<file path="src/design/pad_pkg.sv">
// shared constants and types of the pseudo-angle difference pipeline
`timescale 1ns / 1ps

package pad_pkg;

  localparam int COORD_WIDTH = 16;
  localparam int FRAC_BITS   = 16;

  // magnitude of the most negative coordinate still fits unsigned
  localparam int MAG_W      = COORD_WIDTH;
  localparam int QUO_W      = FRAC_BITS + 1;
  localparam int ANG_W      = FRAC_BITS + 3;
  localparam int TURN_W     = FRAC_BITS + 4;
  localparam int OCT_W      = 3;
  localparam int DIV_STAGES = FRAC_BITS;

  typedef logic [OCT_W-1:0] oct_t;

  // octants counted anticlockwise from the +x axis
  localparam oct_t OCT_0 = 3'd0;
  localparam oct_t OCT_1 = 3'd1;
  localparam oct_t OCT_2 = 3'd2;
  localparam oct_t OCT_3 = 3'd3;
  localparam oct_t OCT_4 = 3'd4;
  localparam oct_t OCT_5 = 3'd5;
  localparam oct_t OCT_6 = 3'd6;
  localparam oct_t OCT_7 = 3'd7;

  typedef struct packed {
    oct_t             oct;
    logic [MAG_W-1:0] rem;
    logic [MAG_W-1:0] den;
    logic [QUO_W-1:0] quo;
  } lane_t;

  typedef struct packed {
    lane_t first;
    lane_t second;
    logic  zero;
  } pair_t;

endpackage

</file>
<file path="src/design/pad_prep.sv">
// input stage: octant, magnitudes and the integer quotient bit of both vectors
`timescale 1ns / 1ps

module pad_prep (
  input  logic                            clk,
  input  logic                            rst_n,
  input  logic                            up_valid,
  output logic                            up_stall,
  input  logic [pad_pkg::COORD_WIDTH-1:0] first_x,
  input  logic [pad_pkg::COORD_WIDTH-1:0] first_y,
  input  logic [pad_pkg::COORD_WIDTH-1:0] second_x,
  input  logic [pad_pkg::COORD_WIDTH-1:0] second_y,
  output logic                            dn_valid,
  input  logic                            dn_stall,
  output pad_pkg::pair_t                  dn_data
);
  import pad_pkg::*;

  logic  valid_r;
  pair_t data_r;
  pair_t data_nxt;
  logic  load;

  function automatic lane_t make_lane(logic [COORD_WIDTH-1:0] x, logic [COORD_WIDTH-1:0] y);
    logic [MAG_W-1:0] a;
    logic [MAG_W-1:0] b;
    logic             xn;
    logic             yn;
    logic             b_num;
    logic [MAG_W-1:0] n;
    logic             eq;
    lane_t            l;
    xn = x[COORD_WIDTH-1];
    yn = y[COORD_WIDTH-1];
    a  = xn ? (~x + 1'b1) : x;
    b  = yn ? (~y + 1'b1) : y;
    priority if (!yn && !xn) begin
      b_num = (a >= b);
      l.oct = b_num ? OCT_0 : OCT_1;
    end else if (!yn) begin
      b_num = !(b >= a);
      l.oct = b_num ? OCT_3 : OCT_2;
    end else if (xn || (x == '0)) begin
      b_num = (a >= b);
      l.oct = b_num ? OCT_4 : OCT_5;
    end else begin
      b_num = !(b >= a);
      l.oct = b_num ? OCT_7 : OCT_6;
    end
    n     = b_num ? b : a;
    l.den = b_num ? a : b;
    // numerator never exceeds the denominator, so the whole part is one bit
    eq    = (n == l.den);
    l.rem = eq ? '0 : n;
    l.quo = {{(QUO_W-1){1'b0}}, eq};
    return l;
  endfunction

  always_comb begin
    data_nxt.first  = make_lane(first_x, first_y);
    data_nxt.second = make_lane(second_x, second_y);
    data_nxt.zero   = ((first_x == '0) && (first_y == '0)) ||
                      ((second_x == '0) && (second_y == '0));
  end

  assign up_stall = valid_r && dn_stall;
  assign load     = up_valid && !up_stall;
  assign dn_valid = valid_r;
  assign dn_data  = data_r;

  always_ff @(posedge clk) begin
    if (!rst_n) begin
      valid_r <= 1'b0;
    end else if (!up_stall) begin
      valid_r <= up_valid;
    end
  end

  always_ff @(posedge clk) begin
    if (load) begin
      data_r <= data_nxt;
    end
  end

endmodule

</file>
<file path="src/design/pad_div_stage.sv">
// one restoring division step for both vectors, one quotient bit per stage
`timescale 1ns / 1ps

module pad_div_stage (
  input  logic           clk,
  input  logic           rst_n,
  input  logic           up_valid,
  output logic           up_stall,
  input  pad_pkg::pair_t up_data,
  output logic           dn_valid,
  input  logic           dn_stall,
  output pad_pkg::pair_t dn_data
);
  import pad_pkg::*;

  logic  valid_r;
  pair_t data_r;
  pair_t data_nxt;
  logic  load;

  function automatic lane_t div_step(lane_t l);
    logic [MAG_W-1:0] t;
    logic             q_bit;
    lane_t            r;
    // rem < den <= 2^(MAG_W-1), so the doubled remainder still fits
    t      = {l.rem[MAG_W-2:0], 1'b0};
    q_bit  = (t >= l.den);
    r.oct  = l.oct;
    r.den  = l.den;
    r.rem  = q_bit ? (t - l.den) : t;
    r.quo  = {l.quo[QUO_W-2:0], q_bit};
    return r;
  endfunction

  always_comb begin
    data_nxt.first  = div_step(up_data.first);
    data_nxt.second = div_step(up_data.second);
    data_nxt.zero   = up_data.zero;
  end

  assign up_stall = valid_r && dn_stall;
  assign load     = up_valid && !up_stall;
  assign dn_valid = valid_r;
  assign dn_data  = data_r;

  always_ff @(posedge clk) begin
    if (!rst_n) begin
      valid_r <= 1'b0;
    end else if (!up_stall) begin
      valid_r <= up_valid;
    end
  end

  always_ff @(posedge clk) begin
    if (load) begin
      data_r <= data_nxt;
    end
  end

  a_rem_first: assert property (@(posedge clk) disable iff (!rst_n)
    valid_r && (data_r.first.den != '0) |-> data_r.first.rem < data_r.first.den)
    else $error("first remainder not below divisor");

  a_rem_second: assert property (@(posedge clk) disable iff (!rst_n)
    valid_r && (data_r.second.den != '0) |-> data_r.second.rem < data_r.second.den)
    else $error("second remainder not below divisor");

  a_hold: assert property (@(posedge clk) disable iff (!rst_n)
    valid_r && dn_stall |=> valid_r && $stable(data_r))
    else $error("stalled beat lost or changed in division stage");

endmodule

</file>
<file path="src/design/pad_finish.sv">
// output stage: pseudo-angles from octant and quotient, then the turn between them
`timescale 1ns / 1ps

module pad_finish (
  input  logic                       clk,
  input  logic                       rst_n,
  input  logic                       up_valid,
  output logic                       up_stall,
  input  pad_pkg::pair_t             up_data,
  output logic                       dn_valid,
  input  logic                       dn_stall,
  output logic [pad_pkg::ANG_W-1:0]  first_pseudo,
  output logic [pad_pkg::ANG_W-1:0]  second_pseudo,
  output logic [pad_pkg::TURN_W-1:0] turn_amount,
  output logic                       zero_vector
);
  import pad_pkg::*;

  localparam logic [TURN_W-1:0] FULL_TURN = TURN_W'(8) << FRAC_BITS;

  logic              valid_r;
  logic [ANG_W-1:0]  first_r;
  logic [ANG_W-1:0]  second_r;
  logic [TURN_W-1:0] turn_r;
  logic              zero_r;
  logic [ANG_W-1:0]  first_nxt;
  logic [ANG_W-1:0]  second_nxt;
  logic [TURN_W-1:0] diff;
  logic [TURN_W-1:0] turn_nxt;
  logic              load;

  // even base of the octant (0, 2, 4, 6 or 8) plus or minus the quotient, mod 8
  function automatic logic [ANG_W-1:0] pseudo_angle(lane_t l);
    logic [OCT_W-1:0]  units;
    logic [TURN_W-1:0] base;
    logic [TURN_W-1:0] q_ext;
    logic [TURN_W-1:0] sum;
    units = OCT_W'(({1'b0, l.oct} + 4'd1) >> 1);
    base  = TURN_W'(units) << (FRAC_BITS + 1);
    q_ext = TURN_W'(l.quo);
    sum   = l.oct[0] ? (base - q_ext) : (base + q_ext);
    return sum[ANG_W-1:0];
  endfunction

  always_comb begin
    first_nxt  = pseudo_angle(up_data.first);
    second_nxt = pseudo_angle(up_data.second);
    diff       = TURN_W'(second_nxt) - TURN_W'(first_nxt);
    // equal angles wrap to a full turn
    turn_nxt   = (second_nxt > first_nxt) ? diff : (diff + FULL_TURN);
  end

  assign up_stall      = valid_r && dn_stall;
  assign load          = up_valid && !up_stall;
  assign dn_valid      = valid_r;
  assign first_pseudo  = first_r;
  assign second_pseudo = second_r;
  assign turn_amount   = turn_r;
  assign zero_vector   = zero_r;

  always_ff @(posedge clk) begin
    if (!rst_n) begin
      valid_r <= 1'b0;
    end else if (!up_stall) begin
      valid_r <= up_valid;
    end
  end

  always_ff @(posedge clk) begin
    if (load) begin
      zero_r   <= up_data.zero;
      first_r  <= up_data.zero ? '0 : first_nxt;
      second_r <= up_data.zero ? '0 : second_nxt;
      turn_r   <= up_data.zero ? '0 : turn_nxt;
    end
  end

  a_zero_clears: assert property (@(posedge clk) disable iff (!rst_n)
    valid_r && zero_r |-> (first_r == '0) && (second_r == '0) && (turn_r == '0))
    else $error("zero vector beat carries non-zero angles");

  a_turn_range: assert property (@(posedge clk) disable iff (!rst_n)
    valid_r && !zero_r |-> (turn_r != '0) && (turn_r <= FULL_TURN))
    else $error("turn outside (0, 8]");

  a_turn_sum: assert property (@(posedge clk) disable iff (!rst_n)
    valid_r && !zero_r |->
      ANG_W'(TURN_W'(first_r) + turn_r) == second_r)
    else $error("turn does not take first angle to second");

endmodule

</file>
<file path="src/design/pseudo_angle_difference.sv">
// top level of the octant pseudo-angle difference pipeline
`timescale 1ns / 1ps

// Takes one pair of 2D vectors per beat and returns, for each, a pseudo-angle
// in [0, 8) with 16 fraction bits, plus the anticlockwise turn from the first
// to the second in (0, 8.0]; a zero vector in either place raises zero_vector
// and zeroes the other fields. A new pair can be taken every cycle while
// in_stall is low, and each result passes through one input stage, one stage
// per fraction bit of the quotient of the two restoring dividers, and the
// output register. Every stage holds its own valid bit, so a stall at the
// output only backs up as far as the next empty stage and the block keeps
// accepting pairs while bubbles remain.
module pseudo_angle_difference (
  input  logic                            clk,
  input  logic                            rst_n,
  input  logic                            in_valid,
  output logic                            in_stall,
  input  logic [pad_pkg::COORD_WIDTH-1:0] in_first_x,
  input  logic [pad_pkg::COORD_WIDTH-1:0] in_first_y,
  input  logic [pad_pkg::COORD_WIDTH-1:0] in_second_x,
  input  logic [pad_pkg::COORD_WIDTH-1:0] in_second_y,
  output logic                            out_valid,
  input  logic                            out_stall,
  output logic [pad_pkg::ANG_W-1:0]       out_first_pseudo,
  output logic [pad_pkg::ANG_W-1:0]       out_second_pseudo,
  output logic [pad_pkg::TURN_W-1:0]      out_turn_amount,
  output logic                            out_zero_vector
);
  import pad_pkg::*;

  logic  stage_valid [DIV_STAGES+1];
  logic  stage_stall [DIV_STAGES+1];
  pair_t stage_data  [DIV_STAGES+1];

  pad_prep u_prep (
    .clk      (clk),
    .rst_n    (rst_n),
    .up_valid (in_valid),
    .up_stall (in_stall),
    .first_x  (in_first_x),
    .first_y  (in_first_y),
    .second_x (in_second_x),
    .second_y (in_second_y),
    .dn_valid (stage_valid[0]),
    .dn_stall (stage_stall[0]),
    .dn_data  (stage_data[0])
  );

  for (genvar i = 0; i < DIV_STAGES; i++) begin : g_div
    pad_div_stage u_div (
      .clk      (clk),
      .rst_n    (rst_n),
      .up_valid (stage_valid[i]),
      .up_stall (stage_stall[i]),
      .up_data  (stage_data[i]),
      .dn_valid (stage_valid[i+1]),
      .dn_stall (stage_stall[i+1]),
      .dn_data  (stage_data[i+1])
    );
  end

  pad_finish u_finish (
    .clk           (clk),
    .rst_n         (rst_n),
    .up_valid      (stage_valid[DIV_STAGES]),
    .up_stall      (stage_stall[DIV_STAGES]),
    .up_data       (stage_data[DIV_STAGES]),
    .dn_valid      (out_valid),
    .dn_stall      (out_stall),
    .first_pseudo  (out_first_pseudo),
    .second_pseudo (out_second_pseudo),
    .turn_amount   (out_turn_amount),
    .zero_vector   (out_zero_vector)
  );

  a_out_hold: assert property (@(posedge clk) disable iff (!rst_n)
    out_valid && out_stall |=> out_valid && $stable(out_turn_amount))
    else $error("stalled result beat dropped or changed");

  a_ready_when_empty: assert property (@(posedge clk) disable iff (!rst_n)
    !out_valid |-> !stage_stall[DIV_STAGES])
    else $error("pipeline stalls with an empty output register");

  a_stall_needs_full: assert property (@(posedge clk) disable iff (!rst_n)
    in_stall |-> stage_valid[0])
    else $error("input stalled while first stage is empty");

endmodule
</file>
<file path="config.mk">
export PLATFORM = sky130hd
export DESIGN_NAME = pseudo_angle_difference
export DESIGN_NICKNAME = d
export VERILOG_FILES = /design/src/design/pad_pkg.sv /design/src/design/pad_prep.sv /design/src/design/pad_div_stage.sv /design/src/design/pad_finish.sv /design/src/design/pseudo_angle_difference.sv
export SDC_FILE = /design/constraint.sdc
export NUM_CORES = 2
export LEC_CHECK = 0
export ABC_CLOCK_PERIOD_IN_PS = 8700
export BUFFER_PORTS_ARGS = -buffer_cell sky130_fd_sc_hd__buf_2
export CORE_MARGIN = 10
export CORE_UTILIZATION = 50
export CTS_CLUSTER_DIAMETER = 120
export DETAILED_ROUTE_END_ITERATION = 12
export PLACE_DENSITY_LB_ADDON = 0.08
export RECOVER_POWER = 100
export SKIP_CTS_REPAIR_TIMING = 1
export SYNTH_ARGS = -nofsm -noshare
export SYNTH_HDL_FRONTEND = slang
export SYNTH_SLANG_ARGS = --single-unit
</file>
<file path="constraint.sdc">
create_clock -name clk -period 8.7 [get_ports clk]
set_input_delay 0.87 -clock clk [delete_from_list [all_inputs] [get_ports clk]]
set_output_delay 0.87 -clock clk [all_outputs]
set_load 0.02 [all_outputs]
</file>
==> out/qor.csv <==
stage,metric,value,unit
drt,vias after detailed routing,47900,
synthesis,number of different library cells in the post-synthesis netlist,84,
critical_path,capturing element type of the critical path,flip-flop,
synthesis,synthesized instance count,6457,
critical_path,depth of the most critical reg-to-reg path,4,
synthesis,number of enable flip-flop cells after synthesis,1476,
clock_tree,total number of clock tree sinks,1494,
cells_and_area,share of the core filled with cells in the final layout,55.3,%
critical_path,"Critical Path, Cell by Cell","and3_1, and2_0, nor2b_1, clkbuf_1",
synthesis,cell with the most instances after synthesis,edfxtp_1,
critical_path,source of the critical timing path,u_finish.dn_valid,
synthesis,per-instance average area after synthesis,12.1,um^2
die,Initial Utilization,50.2,%
global_route,total gr overflow,0,
sta,worst slack on hold paths,0.328,ns
sta,RSZ-0062 raised after global routing,false,
die,number of rows in the core area,145,
drt,number of remaining DRC errors,0,
critical_path,Worst EP required,9.01,ns
drt,starting DRC count in detailed routing,2381,
critical_path,Worst setup endpoint,g_div[14].u_div.dn_data[85],
clock_tree,H-tree levels,4,
drt,first-pass iteration count of the detailed router,7,
place,count of input and output buffers,128,
die,Total Die Area,0.173,mm^2
cells_and_area,share of final-layout standard cells stronger than drive strength 1,8.07,%
critical_path,reg-to-reg setup timing slack,2.57,ns
place,post-DP HPWL,115,mm
critical_path,CP max stage cell,nor2b_1,
hold_path,Hold Path Class,primary input to flip-flop,
clock_tree,deepest clock path buffer count,3,
critical_path,critical path type,flip-flop to flip-flop,
sta,worst clock skew on the final layout,0.0303,ns
global_route,via count of the first global-routing pass,48500,
critical_path,largest stage delay on the critical path,2.41,ns
sta,slew at the pin with the worst max-slew slack,4.46,ns
critical_path,destination of the worst register-to-register timing path,g_div[14].u_div.dn_data[85],
clock_tree,Root Buffer,clkbuf_16,
global_route,antenna violations before repair,0,
synthesis,Synthesized Nets,7125,
synthesis,Synth Warn #,0,
global_route,largest net degree at the start of global routing,88,
sta,fin crit period,6.13,ns
clock_tree,clock latency of the later-clocked register in the worst-skew pair,0.79,ns
drt,Antenna Nets Post-Route,0,
die,Die Y,416,um
cells_and_area,fill count,13100,
sta,sum of negative setup slack,0,ns
drt,routed wire length,151,mm
place,Post-Place Setup Slack,2.91,ns
die,overall die width,416,um
synthesis,fraction of registers with async set/reset,0,%
cells_and_area,area grow syn2layout,10.3,%
status,violated checks,"max-capacitance violations, max-slew violations",
critical_path,maximum fanout along the worst path,64,
status,status,finished with violations,
clock_tree,CTS buffer count,161,
drt,number of vias per cell after detailed routing,5.40,
power,total leakage power,33.2,nW
synthesis,main flop type after synthesis,edfxtp_1,
cells_and_area,final net count,7359,
critical_path,Worst EP arrival,6.44,ns
power,VDD IR-drop max,0.194,mV
die,CORE AREA,0.156,mm^2
synthesis,Post-synth top cells,"edfxtp_1, inv_1, ha_1",
synthesis,sequential share of the synthesized area,57.1,%
sta,maximum clock rate,163,MHz
sta,Final Max Slew Viols,1951,
critical_path,category of the worst setup path launch point,flip-flop,
clock_tree,TritonCTS clock tree,built,
drt,per-cell routed wire length,17.0,um
sta,count of final setup violators,0,
die,num ports,129,
clock_tree,clock slew at the register clock pins of the worst setup and hold paths,0.06,ns
synthesis,flip-flop and latch count after synthesis,1494,
global_route,total routing usage reported by global routing,17.1,%
critical_path,reg-to-reg critical path startpoint,u_finish.dn_valid,
sta,Tcrit/Tclk final,70.4,%
place,last weighted congestion value of the routability-driven placer,0.905,
synthesis,largest cells by area after synthesis,"edfxtp_1, ha_1, inv_1",
sta,Final Hold Fails,0,
synthesis,Mapped Area,0.0783,mm^2
sta,minimum setup slack in the final design,2.57,ns
synthesis,post-synth top area share,56.6,%
power,P per Cell Area,184,mW/mm^2
run,max_cap viols,50,
global_route,first-pass GRT wire length,245,mm
synthesis,cell taking the most area after synthesis,edfxtp_1,
sta,worst slew margin relative to its limit,-197,%
## cell usage in the layout (no fill, tap or decap), types with 180 or more instances in the layout
cell type,count
edfxtp_1,1476
inv_1,744
ha_1,569
nor2_1,390
a21oi_1,377
nand2_1,348
o21ai_0,338
xnor2_1,191
mux2_2,185
xor2_1,180
## cell families after synthesis
family / Yosys count / share of synthesized area (%)
flip-flops: 1494 / 57.1
AND/OR/NAND/NOR: 1438 / 9.07
AO/OA/AOI/OAI: 1425 / 11.8
buffers and inverters: 845 / 4.09
adder cells (fa/ha/maj): 600 / 9.88
XOR/XNOR: 371 / 4.15
multiplexers: 284 / 3.98
## critical path, delay by kind of cell (launching register included)
| family | cells | cell delay [ns] |
|---|---|---|
| buffers and inverters | 1 | 2.38 |
| DFF | 1 | 0.33 |
| and+or+nand+nor | 3 | 2.86 |
## state kept, by name (all words and copies together) (netlist names)
signal,flops
u_finish.first_pseudo,19
g_div.u_div.dn_data,1346
u_prep.dn_valid,1
u_prep.dn_data,71
u_finish.dn_valid,1
u_finish.second_pseudo,19
u_finish.zero_vector,1
u_finish.turn_amount,20
g_div.u_div.dn_valid,16
## how the worst min path moves through the flow
stage / startpoint / endpoint / cells after the start
2_1_floorplan: u_prep.dn_data[0] / g_div[0].u_div.dn_data[0] / 0
3_3_place_gp: g_div[2].u_div.dn_data[53] / g_div[3].u_div.dn_data[54] / 0
3_5_place_dp: g_div[9].u_div.dn_data[4] / g_div[10].u_div.dn_data[5] / 0
4_1_cts: in_valid / u_prep.dn_valid / 2
5_1_grt: in_valid / u_prep.dn_valid / 2
6_report: in_valid / u_prep.dn_valid / 2
## metal layers
metal | GRT usage (%) | vias to the layer above | routed length [um] | part of all wire, %
met4 | 7.49 | 0 | 6220 | 4.1
met2 | 31.4 | 847 | 77100 | 51
met3 | 2.67 | 322 | 4990 | 3.3
met1 | 19.7 | 22600 | 62300 | 41
li1 | - | 24200 | - | -
met5 | 0 | - | 0 | 0
## stage by stage
| step | power (mW) | area [um^2] | std cells |
|---|---|---|---|
| 2_1_floorplan | 9.14 | 78300 | 6457 |
| 3_3_place_gp | 9.48 | 81700 | 8586 |
| 3_5_place_dp | 9.49 | 81700 | 8586 |
| 4_1_cts | 16.1 | 86800 | 8884 |
| 5_1_grt | 16.5 | 86300 | 8884 |
| 6_report | 15.9 | 86300 | 8886 |
## cell type report
cell class | count | area (um^2) | area share [%]
Timing Repair Buffer | 171 | 756 | 0.875
Tap cell | 2058 | 2570 | 2.98
Antenna cell | 2 | 5.00 | 0.00580
Multi-Input combinational cell | 4118 | 30400 | 35.2
Clock inverter | 93 | 863 | 1.00
Clock buffer | 205 | 4240 | 4.92
Inverter | 745 | 2800 | 3.24
Sequential cell | 1494 | 44700 | 51.8
## power by group
| part | switching [mW] | internal (mW) | leakage, nW | total [mW] |
|---|---|---|---|---|
| clock network | 2.77 | 3.78 | 2.48 | 6.55 |
| logic | 0.697 | 0.518 | 17.2 | 1.22 |
| registers | 0.0933 | 8.01 | 13.5 | 8.11 |
Power figures use the tool's default switching activity.
